File: src/hw/rtl/ucc_pkg.sv
// ----------------------------------------------------------------------------
// ucc_pkg: shared definitions for the epoch / calendar converter
// Field widths, calendar constants, transaction structures, the shared
// arithmetic unit's request and response, and the calendar helper functions.
// ----------------------------------------------------------------------------
package ucc_pkg;

    // Field widths of one transaction.
    localparam int EpochW = 32;
    localparam int YearW  = 12;
    localparam int MonthW = 4;
    localparam int DayW   = 5;
    localparam int HourW  = 5;
    localparam int MinW   = 6;
    localparam int SecW   = 6;

    // Packed stream widths, rounded up to whole bytes.
    localparam int FieldBits = EpochW + YearW + MonthW + DayW + HourW + MinW + SecW;
    localparam int TdataW    = ((FieldBits + 7) / 8) * 8;

    // Conversion direction carried in tuser.
    localparam logic MODE_TO_CALENDAR = 1'b0;
    localparam logic MODE_TO_EPOCH    = 1'b1;

    // Calendar constants.
    localparam logic [YearW-1:0]  EPOCH_YEAR    = 12'd1970;
    localparam logic [EpochW-1:0] SECS_PER_DAY  = 32'd86400;
    localparam logic [EpochW-1:0] SECS_PER_HOUR = 32'd3600;
    localparam logic [EpochW-1:0] SECS_PER_MIN  = 32'd60;
    localparam logic [EpochW-1:0] SECS_PER_COMMON_YEAR = 32'd31536000;
    localparam logic [EpochW-1:0] SECS_PER_LEAP_YEAR   = 32'd31622400;
    localparam logic [8:0]        DAYS_COMMON   = 9'd365;
    localparam logic [8:0]        DAYS_LEAP     = 9'd366;
    localparam logic [4:0]        FEB_COMMON    = 5'd28;
    localparam logic [4:0]        FEB_LEAP      = 5'd29;
    localparam logic [MonthW-1:0] MONTH_JAN     = 4'd1;
    localparam logic [MonthW-1:0] MONTH_FEB     = 4'd2;
    localparam logic [MonthW-1:0] MONTH_DEC     = 4'd12;

    // Days in each month code; codes zero and above twelve count no days.
    localparam logic [15:0][4:0] MONTH_DAYS = {
        5'd0,  5'd0,  5'd0,  5'd31, 5'd30, 5'd31, 5'd30, 5'd31,
        5'd31, 5'd30, 5'd31, 5'd30, 5'd31, 5'd28, 5'd31, 5'd0
    };

    // One input transaction.
    typedef struct packed {
        logic              mode;
        logic [EpochW-1:0] epoch_seconds;
        logic [YearW-1:0]  calendar_year;
        logic [MonthW-1:0] calendar_month;
        logic [DayW-1:0]   calendar_day;
        logic [HourW-1:0]  clock_hour;
        logic [MinW-1:0]   clock_minute;
        logic [SecW-1:0]   clock_second;
    } ucc_item_t;

    // One result transaction.
    typedef struct packed {
        logic [EpochW-1:0] epoch_out;
        logic [YearW-1:0]  year_out;
        logic [MonthW-1:0] month_out;
        logic [DayW-1:0]   day_out;
        logic [HourW-1:0]  hour_out;
        logic [MinW-1:0]   minute_out;
        logic [SecW-1:0]   second_out;
    } ucc_result_t;

    // Shared adder / subtractor request and response.
    typedef struct packed {
        logic [EpochW-1:0] a;
        logic [EpochW-1:0] b;
        logic              sub;
    } ucc_alu_req_t;

    typedef struct packed {
        logic [EpochW-1:0] result;
        logic              carry;
    } ucc_alu_rsp_t;

    // Gregorian leap rule. The remainder by 25 comes from a reciprocal
    // multiply, exact for every 12-bit year.
    function automatic logic leap_year(input logic [YearW-1:0] y);
        logic [22:0]      prod;
        logic [7:0]       quot;
        logic [YearW-1:0] rem25;
        logic             by4;
        logic             by16;
        logic             by25;
        prod  = 23'(y) * 23'd1311;
        quot  = prod[22:15];
        rem25 = y - (12'(quot) * 12'd25);
        by4   = (y[1:0] == 2'd0);
        by16  = (y[3:0] == 4'd0);
        by25  = (rem25 == 12'd0);
        return by4 && (!by25 || by16);
    endfunction

    // Length of a year in days.
    function automatic logic [8:0] year_length(input logic leap);
        return leap ? DAYS_LEAP : DAYS_COMMON;
    endfunction

    // Length of a year in seconds.
    function automatic logic [EpochW-1:0] year_seconds(input logic leap);
        return leap ? SECS_PER_LEAP_YEAR : SECS_PER_COMMON_YEAR;
    endfunction

    // Length of a month in days, February by the given leap flag.
    function automatic logic [4:0] month_length(input logic [MonthW-1:0] m,
                                                input logic leap);
        if (m == MONTH_FEB) begin
            return leap ? FEB_LEAP : FEB_COMMON;
        end
        return MONTH_DAYS[m];
    endfunction

    // Length of a month in seconds; a month of no days takes no seconds.
    function automatic logic [EpochW-1:0] month_seconds(input logic [MonthW-1:0] m,
                                                        input logic leap);
        logic [4:0]        len;
        logic [EpochW-1:0] secs;
        len = month_length(m, leap);
        unique case (len)
            5'd28:   secs = 32'd2419200;
            5'd29:   secs = 32'd2505600;
            5'd30:   secs = 32'd2592000;
            5'd31:   secs = 32'd2678400;
            default: secs = '0;
        endcase
        return secs;
    endfunction

endpackage

File: src/hw/rtl/ucc_alu.sv
// ----------------------------------------------------------------------------
// ucc_alu: shared 32-bit adder / subtractor
// The single adder / subtractor of the converter. It serves the year, month,
// day, hour and minute loops, the day steps and the final accumulation in turn.
// ----------------------------------------------------------------------------
module ucc_alu
    import ucc_pkg::*;
(
    input  ucc_alu_req_t req,
    output ucc_alu_rsp_t rsp
);

    logic [EpochW:0] sum_ext;

    // Add or subtract; the top bit is the carry, or the borrow when subtracting.
    always_comb begin
        if (req.sub) begin
            sum_ext = {1'b0, req.a} - {1'b0, req.b};
        end else begin
            sum_ext = {1'b0, req.a} + {1'b0, req.b};
        end
        rsp.result = sum_ext[EpochW-1:0];
        rsp.carry  = sum_ext[EpochW];
    end

endmodule

File: src/hw/rtl/ucc_seq.sv
// ----------------------------------------------------------------------------
// ucc_seq: conversion sequencer
// Holds one transaction and steps it through the year, month, day, hour and
// minute subtraction loops, or the year, month and day sums and the weighted
// accumulation: one shared-unit operation per cycle, none in multiply or done.
// ----------------------------------------------------------------------------
module ucc_seq
    import ucc_pkg::*;
(
    input  logic         aclk,
    input  logic         aresetn,
    input  logic         start,
    input  ucc_item_t    item,
    output logic         idle,
    output logic         res_valid,
    input  logic         res_ready,
    output ucc_result_t  result,
    output ucc_alu_req_t alu_req,
    input  ucc_alu_rsp_t alu_rsp
);

    // The widest weight of the epoch sum, seconds per day, fits this width.
    localparam int WeightW = 17;
    localparam int MulW    = EpochW + WeightW;

    typedef enum logic [3:0] {
        ST_IDLE,
        ST_YEAR0,
        ST_MONTH0,
        ST_DAY0,
        ST_HOUR0,
        ST_MIN0,
        ST_YEAR1,
        ST_MONTH1,
        ST_DAY_DEC,
        ST_DAY_ADD,
        ST_MUL,
        ST_ACC,
        ST_DONE
    } state_t;

    typedef enum logic [1:0] {
        TERM_DAYS,
        TERM_HOURS,
        TERM_MINS,
        TERM_SECS
    } term_t;

    state_t            state_reg,  state_next;
    term_t             term_reg,   term_next;
    logic [EpochW-1:0] rem_reg,    rem_next;
    logic [EpochW-1:0] days_reg,   days_next;
    logic [EpochW-1:0] prod_reg,   prod_next;
    logic [EpochW-1:0] acc_reg,    acc_next;
    logic [YearW-1:0]  year_reg,   year_next;
    logic [MonthW-1:0] month_reg,  month_next;
    logic [DayW-1:0]   mday_reg,   mday_next;
    logic [HourW-1:0]  hour_reg,   hour_next;
    logic [MinW-1:0]   minute_reg, minute_next;
    logic [SecW-1:0]   second_reg, second_next;
    ucc_item_t         item_reg,   item_next;

    logic              cur_leap;
    logic [EpochW-1:0] year_len;
    logic [EpochW-1:0] month_len;
    logic [EpochW-1:0] year_secs;
    logic [EpochW-1:0] month_secs;
    logic [EpochW-1:0] mul_a;
    logic [WeightW-1:0] mul_b;
    logic [MulW-1:0]   prod_full;

    // Calendar lengths for the year under consideration.
    assign cur_leap   = leap_year(year_reg);
    assign year_len   = EpochW'(year_length(cur_leap));
    assign month_len  = EpochW'(month_length(month_reg, cur_leap));
    assign year_secs  = year_seconds(cur_leap);
    assign month_secs = month_seconds(month_reg, cur_leap);

    // Operands of the weighting multiply for the epoch sum.
    always_comb begin
        unique case (term_reg)
            TERM_DAYS: begin
                mul_a = days_reg;
                mul_b = WeightW'(SECS_PER_DAY);
            end
            TERM_HOURS: begin
                mul_a = EpochW'(item_reg.clock_hour);
                mul_b = WeightW'(SECS_PER_HOUR);
            end
            TERM_MINS: begin
                mul_a = EpochW'(item_reg.clock_minute);
                mul_b = WeightW'(SECS_PER_MIN);
            end
            TERM_SECS: begin
                mul_a = EpochW'(item_reg.clock_second);
                mul_b = WeightW'(1);
            end
            default: begin
                mul_a = days_reg;
                mul_b = WeightW'(1);
            end
        endcase
    end

    assign prod_full = MulW'(mul_a) * MulW'(mul_b);

    // Request to the shared unit, chosen by the current step.
    always_comb begin
        alu_req.a   = days_reg;
        alu_req.b   = '0;
        alu_req.sub = 1'b0;
        unique case (state_reg)
            ST_YEAR0: begin
                alu_req.a   = rem_reg;
                alu_req.b   = year_secs;
                alu_req.sub = 1'b1;
            end
            ST_MONTH0: begin
                alu_req.a   = rem_reg;
                alu_req.b   = month_secs;
                alu_req.sub = 1'b1;
            end
            ST_DAY0: begin
                alu_req.a   = rem_reg;
                alu_req.b   = SECS_PER_DAY;
                alu_req.sub = 1'b1;
            end
            ST_HOUR0: begin
                alu_req.a   = rem_reg;
                alu_req.b   = SECS_PER_HOUR;
                alu_req.sub = 1'b1;
            end
            ST_MIN0: begin
                alu_req.a   = rem_reg;
                alu_req.b   = SECS_PER_MIN;
                alu_req.sub = 1'b1;
            end
            ST_YEAR1: begin
                alu_req.b = year_len;
            end
            ST_MONTH1: begin
                alu_req.b = month_len;
            end
            ST_DAY_DEC: begin
                alu_req.b   = EpochW'(1);
                alu_req.sub = 1'b1;
            end
            ST_DAY_ADD: begin
                alu_req.b = EpochW'(item_reg.calendar_day);
            end
            ST_ACC: begin
                alu_req.a = acc_reg;
                alu_req.b = prod_reg;
            end
            default: begin
                alu_req.b = '0;
            end
        endcase
    end

    // Sequencer next-state and datapath updates.
    always_comb begin
        state_next  = state_reg;
        term_next   = term_reg;
        rem_next    = rem_reg;
        days_next   = days_reg;
        prod_next   = prod_reg;
        acc_next    = acc_reg;
        year_next   = year_reg;
        month_next  = month_reg;
        mday_next   = mday_reg;
        hour_next   = hour_reg;
        minute_next = minute_reg;
        second_next = second_reg;
        item_next   = item_reg;

        unique case (state_reg)
            ST_IDLE: begin
                if (start) begin
                    item_next = item;
                    if (item.mode == MODE_TO_CALENDAR) begin
                        rem_next    = item.epoch_seconds;
                        year_next   = EPOCH_YEAR;
                        mday_next   = '0;
                        hour_next   = '0;
                        minute_next = '0;
                        state_next  = ST_YEAR0;
                    end else begin
                        year_next  = EPOCH_YEAR;
                        days_next  = '0;
                        state_next = ST_YEAR1;
                    end
                end
            end

            // Take off whole years while the seconds cover one.
            ST_YEAR0: begin
                if (alu_rsp.carry) begin
                    month_next = MONTH_JAN;
                    state_next = ST_MONTH0;
                end else begin
                    rem_next  = alu_rsp.result;
                    year_next = year_reg + YearW'(1);
                end
            end

            // Take off whole months; December takes what is left.
            ST_MONTH0: begin
                if (month_reg == MONTH_DEC || alu_rsp.carry) begin
                    state_next = ST_DAY0;
                end else begin
                    rem_next   = alu_rsp.result;
                    month_next = month_reg + MonthW'(1);
                end
            end

            // Count whole days, then hours, then minutes; seconds are left over.
            ST_DAY0: begin
                if (alu_rsp.carry) begin
                    state_next = ST_HOUR0;
                end else begin
                    rem_next  = alu_rsp.result;
                    mday_next = mday_reg + DayW'(1);
                end
            end

            ST_HOUR0: begin
                if (alu_rsp.carry) begin
                    state_next = ST_MIN0;
                end else begin
                    rem_next  = alu_rsp.result;
                    hour_next = hour_reg + HourW'(1);
                end
            end

            ST_MIN0: begin
                if (alu_rsp.carry) begin
                    second_next = rem_reg[SecW-1:0];
                    state_next  = ST_DONE;
                end else begin
                    rem_next    = alu_rsp.result;
                    minute_next = minute_reg + MinW'(1);
                end
            end

            // Sum the days of the years before the given one.
            ST_YEAR1: begin
                if (year_reg < item_reg.calendar_year) begin
                    days_next = alu_rsp.result;
                    year_next = year_reg + YearW'(1);
                end else begin
                    year_next  = item_reg.calendar_year;
                    month_next = MONTH_JAN;
                    state_next = ST_MONTH1;
                end
            end

            // Sum the days of the earlier months of that year.
            ST_MONTH1: begin
                if (month_reg < item_reg.calendar_month) begin
                    days_next  = alu_rsp.result;
                    month_next = month_reg + MonthW'(1);
                end else begin
                    state_next = ST_DAY_DEC;
                end
            end

            ST_DAY_DEC: begin
                days_next  = alu_rsp.result;
                state_next = ST_DAY_ADD;
            end

            ST_DAY_ADD: begin
                days_next  = alu_rsp.result;
                acc_next   = '0;
                term_next  = TERM_DAYS;
                state_next = ST_MUL;
            end

            // Weight one term, then add it in.
            ST_MUL: begin
                prod_next  = prod_full[EpochW-1:0];
                state_next = ST_ACC;
            end

            ST_ACC: begin
                acc_next = alu_rsp.result;
                unique case (term_reg)
                    TERM_DAYS: begin
                        term_next  = TERM_HOURS;
                        state_next = ST_MUL;
                    end
                    TERM_HOURS: begin
                        term_next  = TERM_MINS;
                        state_next = ST_MUL;
                    end
                    TERM_MINS: begin
                        term_next  = TERM_SECS;
                        state_next = ST_MUL;
                    end
                    default: begin
                        state_next = ST_DONE;
                    end
                endcase
            end

            ST_DONE: begin
                if (res_ready) begin
                    state_next = ST_IDLE;
                end
            end

            default: begin
                state_next = ST_IDLE;
            end
        endcase
    end

    // State and datapath registers; only control state is reset.
    always_ff @(posedge aclk) begin
        if (!aresetn) begin
            state_reg <= ST_IDLE;
        end else begin
            state_reg <= state_next;
        end
        term_reg   <= term_next;
        rem_reg    <= rem_next;
        days_reg   <= days_next;
        prod_reg   <= prod_next;
        acc_reg    <= acc_next;
        year_reg   <= year_next;
        month_reg  <= month_next;
        mday_reg   <= mday_next;
        hour_reg   <= hour_next;
        minute_reg <= minute_next;
        second_reg <= second_next;
        item_reg   <= item_next;
    end

    assign idle      = (state_reg == ST_IDLE);
    assign res_valid = (state_reg == ST_DONE);

    // Computed fields for the chosen direction, the others echoed.
    always_comb begin
        if (item_reg.mode == MODE_TO_CALENDAR) begin
            result.epoch_out  = item_reg.epoch_seconds;
            result.year_out   = year_reg;
            result.month_out  = month_reg;
            result.day_out    = mday_reg + DayW'(1);
            result.hour_out   = hour_reg;
            result.minute_out = minute_reg;
            result.second_out = second_reg;
        end else begin
            result.epoch_out  = acc_reg;
            result.year_out   = item_reg.calendar_year;
            result.month_out  = item_reg.calendar_month;
            result.day_out    = item_reg.calendar_day;
            result.hour_out   = item_reg.clock_hour;
            result.minute_out = item_reg.clock_minute;
            result.second_out = item_reg.clock_second;
        end
    end

endmodule

File: src/hw/rtl/unix_epoch_calendar_converter.sv
// ----------------------------------------------------------------------------
// unix_epoch_calendar_converter: Unix seconds to and from Gregorian calendar
// Converts 32-bit Unix seconds to a calendar date and time of day (tuser 0),
// or a calendar date and time to Unix seconds wrapped modulo 2^32 (tuser 1);
// the fields a direction does not compute are echoed. One transaction is
// worked on at a time and the input is not ready while it is in progress.
// Seconds to calendar takes off whole years, months, days, hours and minutes
// by repeated subtraction, in five loops one after another. Calendar to
// seconds sums the days of each year from 1970 up to the given year and of
// each earlier month, adds the day of the month less one, and then forms the
// weighted time sum, whose weights come from a small multiplier. Every
// addition, subtraction and comparison of the running totals goes through
// one shared adder / subtractor. The result reaches the output through an
// output register, where a finished result waits, so the next transaction
// may be accepted while it is still being taken.
// ----------------------------------------------------------------------------
module unix_epoch_calendar_converter
    import ucc_pkg::*;
(
    input  logic              aclk,
    input  logic              aresetn,

    input  logic              s_tvalid,
    output logic              s_tready,
    // epoch_seconds[31:0], calendar_year[43:32], calendar_month[47:44],
    // calendar_day[52:48], clock_hour[57:53], clock_minute[63:58],
    // clock_second[69:64], zero fill above
    input  logic [TdataW-1:0] s_tdata,
    // mode[0]
    input  logic              s_tuser,

    output logic              m_tvalid,
    input  logic              m_tready,
    // epoch_out[31:0], year_out[43:32], month_out[47:44], day_out[52:48],
    // hour_out[57:53], minute_out[63:58], second_out[69:64], zero fill above
    output logic [TdataW-1:0] m_tdata
);

    ucc_item_t    item;
    ucc_result_t  result;
    ucc_alu_req_t alu_req;
    ucc_alu_rsp_t alu_rsp;
    logic         seq_idle;
    logic         res_valid;
    logic         res_ready;
    logic         start;

    logic              out_valid_reg, out_valid_next;
    logic [TdataW-1:0] out_data_reg,  out_data_next;

    // Unpack the input transaction.
    always_comb begin
        item.mode           = s_tuser;
        item.epoch_seconds  = s_tdata[31:0];
        item.calendar_year  = s_tdata[43:32];
        item.calendar_month = s_tdata[47:44];
        item.calendar_day   = s_tdata[52:48];
        item.clock_hour     = s_tdata[57:53];
        item.clock_minute   = s_tdata[63:58];
        item.clock_second   = s_tdata[69:64];
    end

    assign s_tready = seq_idle;
    assign start    = s_tvalid && s_tready;

    ucc_alu u_alu (
        .req (alu_req),
        .rsp (alu_rsp)
    );

    ucc_seq u_seq (
        .aclk      (aclk),
        .aresetn   (aresetn),
        .start     (start),
        .item      (item),
        .idle      (seq_idle),
        .res_valid (res_valid),
        .res_ready (res_ready),
        .result    (result),
        .alu_req   (alu_req),
        .alu_rsp   (alu_rsp)
    );

    // The output register takes a result when it is empty or being drained.
    assign res_ready = !out_valid_reg || m_tready;

    always_comb begin
        out_valid_next = out_valid_reg;
        out_data_next  = out_data_reg;
        if (res_valid && res_ready) begin
            out_valid_next = 1'b1;
            out_data_next  = {{(TdataW - FieldBits){1'b0}},
                              result.second_out, result.minute_out,
                              result.hour_out, result.day_out,
                              result.month_out, result.year_out,
                              result.epoch_out};
        end else if (m_tready) begin
            out_valid_next = 1'b0;
        end
    end

    always_ff @(posedge aclk) begin
        if (!aresetn) begin
            out_valid_reg <= 1'b0;
        end else begin
            out_valid_reg <= out_valid_next;
        end
        out_data_reg <= out_data_next;
    end

    assign m_tvalid = out_valid_reg;
    assign m_tdata  = out_data_reg;

endmodule
File: config.mk
export PLATFORM = sky130hd
export DESIGN_NAME = unix_epoch_calendar_converter
export DESIGN_NICKNAME = d
export VERILOG_FILES = /design/src/hw/rtl/ucc_pkg.sv /design/src/hw/rtl/ucc_alu.sv /design/src/hw/rtl/ucc_seq.sv /design/src/hw/rtl/unix_epoch_calendar_converter.sv
export SDC_FILE = /design/constraint.sdc
export NUM_CORES = 1
export LEC_CHECK = 0
export BUFFER_PORTS_ARGS = -buffer_cell sky130_fd_sc_hd__clkbuf_2
export CAP_MARGIN = 20
export CORE_MARGIN = 4
export CORE_UTILIZATION = 45
export CTS_CLUSTER_SIZE = 40
export DETAILED_ROUTE_END_ITERATION = 16
export SLEW_MARGIN = 20
export SYNTH_ARGS = -nofsm -noshare
export SYNTH_HDL_FRONTEND = slang
export SYNTH_SLANG_ARGS = --single-unit
File: constraint.sdc
create_clock -name aclk -period 24.5 [get_ports aclk]
set_clock_uncertainty 0.15 [all_clocks]
set_input_delay 4.9 -clock aclk [delete_from_list [all_inputs] [get_ports aclk]]
set_output_delay 4.9 -clock aclk [all_outputs]
set_load 0.03 [all_outputs]
==> results of run 1 <==
cells in the final DEF (no fill, tap or decap), drive strengths merged, types with 20 or more instances in the layout:
cell,count
fa,285
o21a,20
buf,25
mux2,59
clkbuf,186
xnor2,92
a22oi,40
nor3,31
a21o,26
xor2,49
o21ai,104
nand3,37
nor2,169
inv,474
a21oi,88
edfxtp,309
ha,328
nor2b,21
and3,65
nand2,248
and2,56
cell type report:
type | count | area [µm²] | area share, %
Multi-Input combinational cell | 1926 | 17880 | 55.58
Sequential cell | 317 | 9439 | 29.33
Inverter | 473 | 1777 | 5.521
Tap cell | 855 | 1070 | 3.324
Timing Repair Buffer | 171 | 918.4 | 2.854
Clock buffer | 40 | 914.6 | 2.842
Clock inverter | 17 | 177.7 | 0.5521
logic make-up (layout without fill, tap and decap cells):
kind of cell             after synthesis  after routing  synth area share (%)
AND/OR/NAND/NOR                      698            698                 11.32
adder cells (fa/ha/maj)              613            613                 33.43
buffers and inverters                555            701                 7.151
AO/OA/AOI/OAI                        397            397                 8.903
flip-flops                           317            317                 32.17
XOR/XNOR                             141            141                 4.209
multiplexers                          75             75                 2.810
other                                  1              2               0.01278
per-stage QoR:
step                setup WS [ns]  cell area [µm²]  std cells  hold WS (ns)  util [%]
detailed placement          7.895            31070       3742        0.2923     48.20
finish                      8.071            32180       3799        0.2972     49.92
global placement            8.073            31070       3742        0.2914     48.20
floorplan                   10.39            29350       2798        0.2768         -
CTS                         7.799            32160       3799        0.3013     49.90
global route                6.843            32180       3799        0.3247     49.92
critical path, delay by kind of cell (launching register included):
kind | cells | cell delay [ns]
XOR/XNOR | 2 | 0.68
flip-flops | 1 | 0.68
multiplexers | 1 | 0.30
adder cells (fa/ha/maj) | 12 | 4.39
AO/OA/AOI/OAI | 20 | 4.43
buffers and inverters | 10 | 1.37
AND/OR/NAND/NOR | 15 | 3.97
metal layers:
metal / GRT usage (%) / up-vias / routed length, µm / share of wire, %
li1: - / 9666 / - / -
met1: 29.30 / 10240 / 32510 / 43
met2: 37.67 / 502 / 37580 / 50
met3: 2.589 / 97 / 3401 / 4.5
met4: 4.134 / 0 / 1506 / 2.0
met5: 0 / - / 0 / 0
worst max path at each step:
stage,from,endpoint
2_1_floorplan,u_seq.year_reg[9],u_seq.rem_reg[0]
3_3_place_gp,u_seq.year_reg[6],u_seq.month_reg[1]
3_5_place_dp,u_seq.year_reg[2],u_seq.month_reg[0]
4_1_cts,u_seq.year_reg[2],u_seq.month_reg[2]
5_1_grt,u_seq.year_reg[6],u_seq.rem_reg[16]
6_report,u_seq.year_reg[2],u_seq.rem_reg[16]
==> impl_metrics.prom, run 1 <==
# TYPE chip_impl_metric gauge
chip_impl_metric{name="drive_gt1_share",unit="%"} 10.73
chip_impl_metric{name="num_io_pins",unit=""} 151
chip_impl_metric{name="number_of_antenna_violations_at_the_first_check_in_global_routing",unit=""} 0
chip_impl_metric{name="area.growth.synth_to_final",unit="%"} 9.671
chip_impl_info{name="clock_tree.root_cell",value="clkbuf_16"} 1
chip_impl_info{name="min-delay-path-class",value="register to register"} 1
chip_impl_metric{name="totalWireLength",unit="µm"} 75000
chip_impl_metric{name="detailed_place_hpwl",unit="µm"} 59570
chip_impl_metric{name="flip_flop_count_of_the_largest_register_after_layout",unit=""} 71
chip_impl_info{name="grt_setup_unrepaired",value="false"} 1
chip_impl_metric{name="drt_drc_violations_left",unit=""} 0
chip_impl_metric{name="final_hold_viol_count",unit=""} 0
chip_impl_metric{name="numPortBuffers",unit=""} 146
chip_impl_metric{name="routed-via-count",unit=""} 20510
chip_impl_info{name="synth.largest_area_cell",value="edfxtp_1"} 1
chip_impl_metric{name="wire_length_of_the_first_global_routing_pass",unit="µm"} 119900
chip_impl_metric{name="synth.top_cell.area_share",unit="%"} 31.62
chip_impl_metric{name="syn_area_per_cell",unit="µm²"} 10.49
chip_impl_metric{name="worst_max_slew_margin_expressed_relative_to_the_limit",unit="%"} 27.50
chip_impl_metric{name="final.period_utilization",unit="%"} 67.06
chip_impl_metric{name="grt-ovfl-total",unit=""} 0
chip_impl_metric{name="cp_data_required_time",unit="ns"} 24.51
chip_impl_metric{name="ant_nets",unit=""} 0
chip_impl_metric{name="cts_post_setup_buffers_inserted",unit=""} 0
chip_impl_metric{name="synth_edf_count",unit=""} 309
chip_impl_info{name="r2r_end",value="u_seq.rem_reg[16]"} 1
chip_impl_metric{name="die_h",unit="µm"} 263.4
chip_impl_metric{name="synth_cells",unit=""} 2797
chip_impl_metric{name="gp_congestion",unit=""} 0.9205
chip_impl_metric{name="maximum_number_of_pins_on_one_net_before_global_route_repair",unit=""} 73
chip_impl_metric{name="synth_seq_area_share",unit="%"} 32.17
chip_impl_metric{name="report.final.slew_viol_count",unit=""} 0
chip_impl_info{name="element_type_at_the_critical_path_end",value="register"} 1
chip_impl_metric{name="post_cts_resize_count",unit=""} 0
chip_impl_metric{name="layout.filler_cells",unit=""} 5869
chip_impl_metric{name="async_set_reset_flop_share_out_of_synthesis",unit="%"} 0
chip_impl_metric{name="critPathMaxFanout",unit=""} 32
chip_impl_info{name="cts_tree",value="done"} 1
chip_impl_metric{name="finalSetupViolations",unit=""} 0
chip_impl_metric{name="setup_total_negative_slack",unit="ns"} 0
chip_impl_metric{name="first_global_vias",unit=""} 21370
chip_impl_metric{name="fp.dieW",unit="µm"} 263.4
chip_impl_metric{name="yosys_register_bits",unit=""} 317
chip_impl_metric{name="path_clk_slew",unit="ns"} 0.06
chip_impl_metric{name="cts.path.max_buffers",unit=""} 3
chip_impl_metric{name="post_synth_instance_area",unit="µm²"} 29340
chip_impl_metric{name="max_freq",unit="MHz"} 60.87
chip_impl_metric{name="worst_pin_slew",unit="ns"} 1.087
chip_impl_metric{name="critical_path_arrival",unit="ns"} 16.44
chip_impl_metric{name="core-area",unit="µm²"} 64460
chip_impl_info{name="critical-path-top-cell-by-count",value="inv_1"} 1
chip_impl_info{name="worst_min_delay_path_endpoint",value="u_seq.second_reg[2]"} 1
chip_impl_metric{name="h_tree_level_count",unit=""} 2
chip_impl_metric{name="r2r_setup_slack",unit="ns"} 8.07
chip_impl_metric{name="worstHoldPathCells",unit=""} 0
chip_impl_metric{name="synth_cell_types",unit=""} 84
chip_impl_metric{name="layout.nets",unit=""} 3613
chip_impl_info{name="outcome",value="completed"} 1
chip_impl_metric{name="global_route.usage.total",unit="%"} 21.57
chip_impl_metric{name="wl_per_cell",unit="µm"} 19.74
chip_impl_metric{name="timing.max_cap.violations",unit=""} 0
chip_impl_info{name="critical_path.startpoint_type",value="register"} 1
chip_impl_metric{name="via_per_inst",unit=""} 5.398
chip_impl_metric{name="total_number_of_clock_tree_sinks",unit=""} 317
chip_impl_metric{name="rows",unit=""} 93
chip_impl_metric{name="clkLatencyLatePin",unit="ns"} 0.52
chip_impl_metric{name="finalCriticalPeriod",unit="ns"} 16.43
chip_impl_metric{name="synth-warning-count",unit=""} 0
chip_impl_info{name="reg2reg_from",value="u_seq.year_reg[2]"} 1
chip_impl_metric{name="number_of_inserted_diodes",unit=""} 0
chip_impl_info{name="crit_type",value="register to register"} 1
chip_impl_info{name="holdCritStartpoint",value="u_seq.rem_reg[2]"} 1
chip_impl_metric{name="initial_core_util",unit="%"} 45.52
chip_impl_info{name="dominant_cell_by_count_in_the_synthesized_netlist",value="inv_1"} 1
chip_impl_info{name="slowest_stage",value="edfxtp_1"} 1
chip_impl_metric{name="die-area",unit="µm²"} 69360
chip_impl_info{name="synth_area_leaders",value="edfxtp_1 (32%), fa_1 (19%), ha_1 (14%), inv_1 (6.1%), nand2_1 (3.2%)"} 1
chip_impl_metric{name="max_incr_delay_on_cp",unit="ns"} 0.68
chip_impl_metric{name="detailedRoute.firstIterationViolations",unit=""} 1347
chip_impl_info{name="synth_top_flop_cell",value="edfxtp_1"} 1
chip_impl_metric{name="cts_buffers",unit=""} 34
chip_impl_metric{name="first_pass_iters",unit=""} 5
chip_impl_info{name="synth_commonest_cells",value="inv_1 (473), ha_1 (328), edfxtp_1 (309)"} 1
chip_impl_metric{name="ff2ff_path_depth",unit=""} 60
chip_impl_metric{name="number_of_hold_repair_buffers_added_at_the_cts_stage",unit=""} 0
Power of run 1 is not shown: default switching activity piles up to over one toggle a cycle in this logic, so the estimate is an artifact.
==> run 2, diff against run 1 <==
ABC_AREA = 1   (was default)
clock period = 16.4 ns   (was 24.5 ns; I/O delays follow)
==> run 2 against run 1 <==
  * Synthesized area down 0.96%
  * Via count up 1.6%
  * Final cell count up 6.9%
  * Clock-buffer cell count up 11
  * First-iteration DRC count up 3.3%
  * Worst hold slack better by 0.022 ns
  * Global-route usage about the same
  * Die area down 0.93%
  * Critical endpoint is now u_seq.rem_reg[19]
==> impl_metrics.prom, run 2 <==
# TYPE chip_impl_metric gauge
chip_impl_info{name="outcome",value="completed"} 1
chip_impl_metric{name="synth-warning-count",unit=""} 0
chip_impl_info{name="synth_top_flop_cell",value="edfxtp_1"} 1
chip_impl_metric{name="critical_path_arrival",unit="ns"} 14.63
chip_impl_metric{name="synth_cells",unit=""} 3050
chip_impl_info{name="element_type_at_the_critical_path_end",value="register"} 1
chip_impl_info{name="clock_tree.root_cell",value="clkbuf_16"} 1
chip_impl_metric{name="r2r_setup_slack",unit="ns"} 1.81
chip_impl_metric{name="async_set_reset_flop_share_out_of_synthesis",unit="%"} 0
chip_impl_metric{name="finalSetupViolations",unit=""} 0
chip_impl_metric{name="report.final.slew_viol_count",unit=""} 0
chip_impl_metric{name="number_of_hold_repair_buffers_added_at_the_cts_stage",unit=""} 0
chip_impl_info{name="holdCritStartpoint",value="u_seq.rem_reg[1]"} 1
chip_impl_info{name="min-delay-path-class",value="register to register"} 1
chip_impl_metric{name="first_pass_iters",unit=""} 5
chip_impl_metric{name="num_io_pins",unit=""} 151
chip_impl_info{name="synth_area_leaders",value="edfxtp_1 (32%), fa_1 (20%), ha_1 (14%), inv_1 (8.5%), nand2_1 (6.0%)"} 1
chip_impl_metric{name="worst_max_slew_margin_expressed_relative_to_the_limit",unit="%"} 24.12
chip_impl_metric{name="final.period_utilization",unit="%"} 88.98
chip_impl_metric{name="grt-ovfl-total",unit=""} 0
chip_impl_metric{name="fp.dieW",unit="µm"} 262.1
chip_impl_info{name="reg2reg_from",value="u_seq.year_reg[7]"} 1
chip_impl_info{name="r2r_end",value="u_seq.rem_reg[19]"} 1
chip_impl_metric{name="synth.top_cell.area_share",unit="%"} 31.93
chip_impl_metric{name="final_hold_viol_count",unit=""} 0
chip_impl_info{name="critical_path.startpoint_type",value="register"} 1
chip_impl_info{name="layout.cells.most_common_list",value="inv_1 (655), nand2_1 (462), ha_1 (328)"} 1
chip_impl_metric{name="initial_core_util",unit="%"} 45.74
chip_impl_metric{name="maximum_number_of_pins_on_one_net_before_global_route_repair",unit=""} 71
chip_impl_metric{name="timing.max_cap.violations",unit=""} 0
chip_impl_metric{name="regArea",unit="µm²"} 9439
chip_impl_info{name="dominant_cell_by_count_in_the_synthesized_netlist",value="inv_1"} 1
chip_impl_metric{name="multiInputGateArea",unit="µm²"} 16900
chip_impl_metric{name="die-area",unit="µm²"} 68710
chip_impl_metric{name="drive_gt1_share",unit="%"} 9.232
chip_impl_metric{name="post_cts_resize_count",unit=""} 0
chip_impl_metric{name="synth_edf_count",unit=""} 309
chip_impl_metric{name="final_core_util",unit="%"} 50.33
chip_impl_metric{name="rows",unit=""} 92
chip_impl_metric{name="area.growth.synth_to_final",unit="%"} 10.05
chip_impl_metric{name="cts_post_setup_buffers_inserted",unit=""} 0
chip_impl_metric{name="total_number_of_clock_tree_sinks",unit=""} 317
chip_impl_info{name="crit_type",value="register to register"} 1
chip_impl_info{name="setup.worst_path.end",value="u_seq.rem_reg[19]"} 1
chip_impl_metric{name="ff2ff_path_depth",unit=""} 84
chip_impl_metric{name="detailedRoute.firstIterationViolations",unit=""} 1391
chip_impl_metric{name="h_tree_level_count",unit=""} 2
chip_impl_metric{name="detailed_place_hpwl",unit="µm"} 59490
chip_impl_metric{name="gp_congestion",unit=""} 0.9195
chip_impl_metric{name="routed-via-count",unit=""} 20830
chip_impl_metric{name="cp_num_cells",unit=""} 84
chip_impl_metric{name="cp_data_required_time",unit="ns"} 16.44
chip_impl_info{name="critical-path-top-cell-by-count",value="nand2_1"} 1
chip_impl_metric{name="first_global_vias",unit=""} 21680
chip_impl_metric{name="path_clk_slew",unit="ns"} 0.06
chip_impl_metric{name="setup_ws",unit="ns"} 1.807
chip_impl_metric{name="cts_buffers",unit=""} 37
chip_impl_metric{name="yosys_register_bits",unit=""} 317
chip_impl_metric{name="flip_flop_count_of_the_largest_register_after_layout",unit=""} 71
chip_impl_metric{name="clkLatencyLatePin",unit="ns"} 0.57
chip_impl_info{name="slowest_stage",value="edfxtp_1"} 1
chip_impl_metric{name="totalWireLength",unit="µm"} 73400
chip_impl_metric{name="finalCriticalPeriod",unit="ns"} 14.59
chip_impl_metric{name="wire_length_of_the_first_global_routing_pass",unit="µm"} 117000
chip_impl_info{name="setup.worst_path.start",value="u_seq.year_reg[7]"} 1
chip_impl_metric{name="synth_cell_types",unit=""} 60
chip_impl_metric{name="layout.filler_cells",unit=""} 5950
chip_impl_info{name="cts_tree",value="done"} 1
chip_impl_metric{name="core-area",unit="µm²"} 63540
chip_impl_metric{name="max_freq",unit="MHz"} 68.52
chip_impl_metric{name="dp_worst_setup_slack",unit="ns"} 1.832
chip_impl_metric{name="detailed_place.area",unit="µm²"} 30760
chip_impl_metric{name="setup_total_negative_slack",unit="ns"} 0
chip_impl_metric{name="synth_seq_area_share",unit="%"} 32.48
chip_impl_metric{name="count_of_buffer_and_inverter_cells_on_the_critical_path",unit=""} 17
chip_impl_metric{name="die_h",unit="µm"} 262.1
chip_impl_info{name="grt_setup_unrepaired",value="false"} 1
chip_impl_info{name="synth_commonest_cells",value="inv_1 (655), nand2_1 (462), ha_1 (328)"} 1
chip_impl_metric{name="worst_pin_slew",unit="ns"} 1.138
chip_impl_info{name="most_common_cell_after_layout_fill_and_taps_aside",value="inv_1"} 1
chip_impl_metric{name="global_route.usage.total",unit="%"} 21.53
chip_impl_metric{name="wl_per_cell",unit="µm"} 18.07
chip_impl_metric{name="cts.path.max_buffers",unit=""} 3
chip_impl_metric{name="number_of_antenna_violations_at_the_first_check_in_global_routing",unit=""} 0
chip_impl_metric{name="drt_drc_violations_left",unit=""} 0
chip_impl_metric{name="max_incr_delay_on_cp",unit="ns"} 0.60
chip_impl_metric{name="layout.nets",unit=""} 3878
chip_impl_metric{name="post_synth_instance_area",unit="µm²"} 29060
chip_impl_info{name="synth.largest_area_cell",value="edfxtp_1"} 1
chip_impl_metric{name="critPathMaxFanout",unit=""} 32
chip_impl_info{name="critical-path-top-delay-family",value="adder cells"} 1
chip_impl_metric{name="ant_nets",unit=""} 0
chip_impl_metric{name="number_of_inserted_diodes",unit=""} 0
chip_impl_metric{name="syn_area_per_cell",unit="µm²"} 9.528
chip_impl_metric{name="numPortBuffers",unit=""} 146
chip_impl_metric{name="final_cell_area",unit="µm²"} 31980
chip_impl_metric{name="via_per_inst",unit=""} 5.127
[run 2: cell count changes after synthesis, moves of 19 or more]
cell     before  now
inv_1       473  655
and2_1       55    1
a21oi_1      87  113
mux2_2       59    0
and3_1       65    0
o21a_1       20    1
a21o_1       25    5
o21ai_0     103  123
xor2_1       49   90
nand3_1      37   74
nor2_1      169  273
nand2_1     248  462
nor2b_1      21    0
xnor2_1      92   51
[run 2: metrics by stage]
| stage | hold slack, ns | instances |
|---|---|---|
| final | 0.3191 | 4063 |
| after global routing | 0.3178 | 4063 |
| after CTS | 0.3131 | 4063 |
| after detailed placement | 0.2970 | 3995 |
| after global placement | 0.2882 | 3995 |
| after floorplan | 0.2769 | 3051 |
[run 2: metal layers]
metal  up-vias  GRT usage (%)  share of wire (%)  routed length [µm]
met5         -              0                  0                   0
met4         0          4.484                2.0                1468
met3        94          2.766                4.6                3362
met2       492          37.31                 50               36350
met1     10270          29.22                 44               32220
li1       9979              -                  -                   -
[run 2: how the worst min path moves through the flow]
stage,slack (ns),cells after the start,end
6_report,0.32,0,u_seq.second_reg[1]
5_1_grt,0.32,0,u_seq.second_reg[1]
4_1_cts,0.31,0,u_seq.second_reg[1]
3_5_place_dp,0.30,0,u_seq.second_reg[1]
3_3_place_gp,0.29,0,u_seq.second_reg[1]
2_1_floorplan,0.28,0,u_seq.second_reg[0]
[run 2: cell families after synthesis]
| group | share of synthesized area, % |
|---|---|
| AO/OA/AOI/OAI | 7.160 |
| XOR/XNOR | 4.249 |
| adder cells (fa/ha/maj) | 33.75 |
| buffers and inverters | 9.515 |
| flip-flops | 32.48 |
| other | 0.01290 |
| AND/OR/NAND/NOR | 12.83 |
[run 2: layout make-up]
type | instances | share of cell area (%)
Timing Repair Buffer | 162 | 2.660
Clock inverter | 17 | 0.6768
Inverter | 668 | 7.848
Sequential cell | 317 | 29.51
Multi-Input combinational cell | 2002 | 52.84
Tap cell | 846 | 3.310
Clock buffer | 51 | 3.153
Power of run 2 is left out for the same reason.
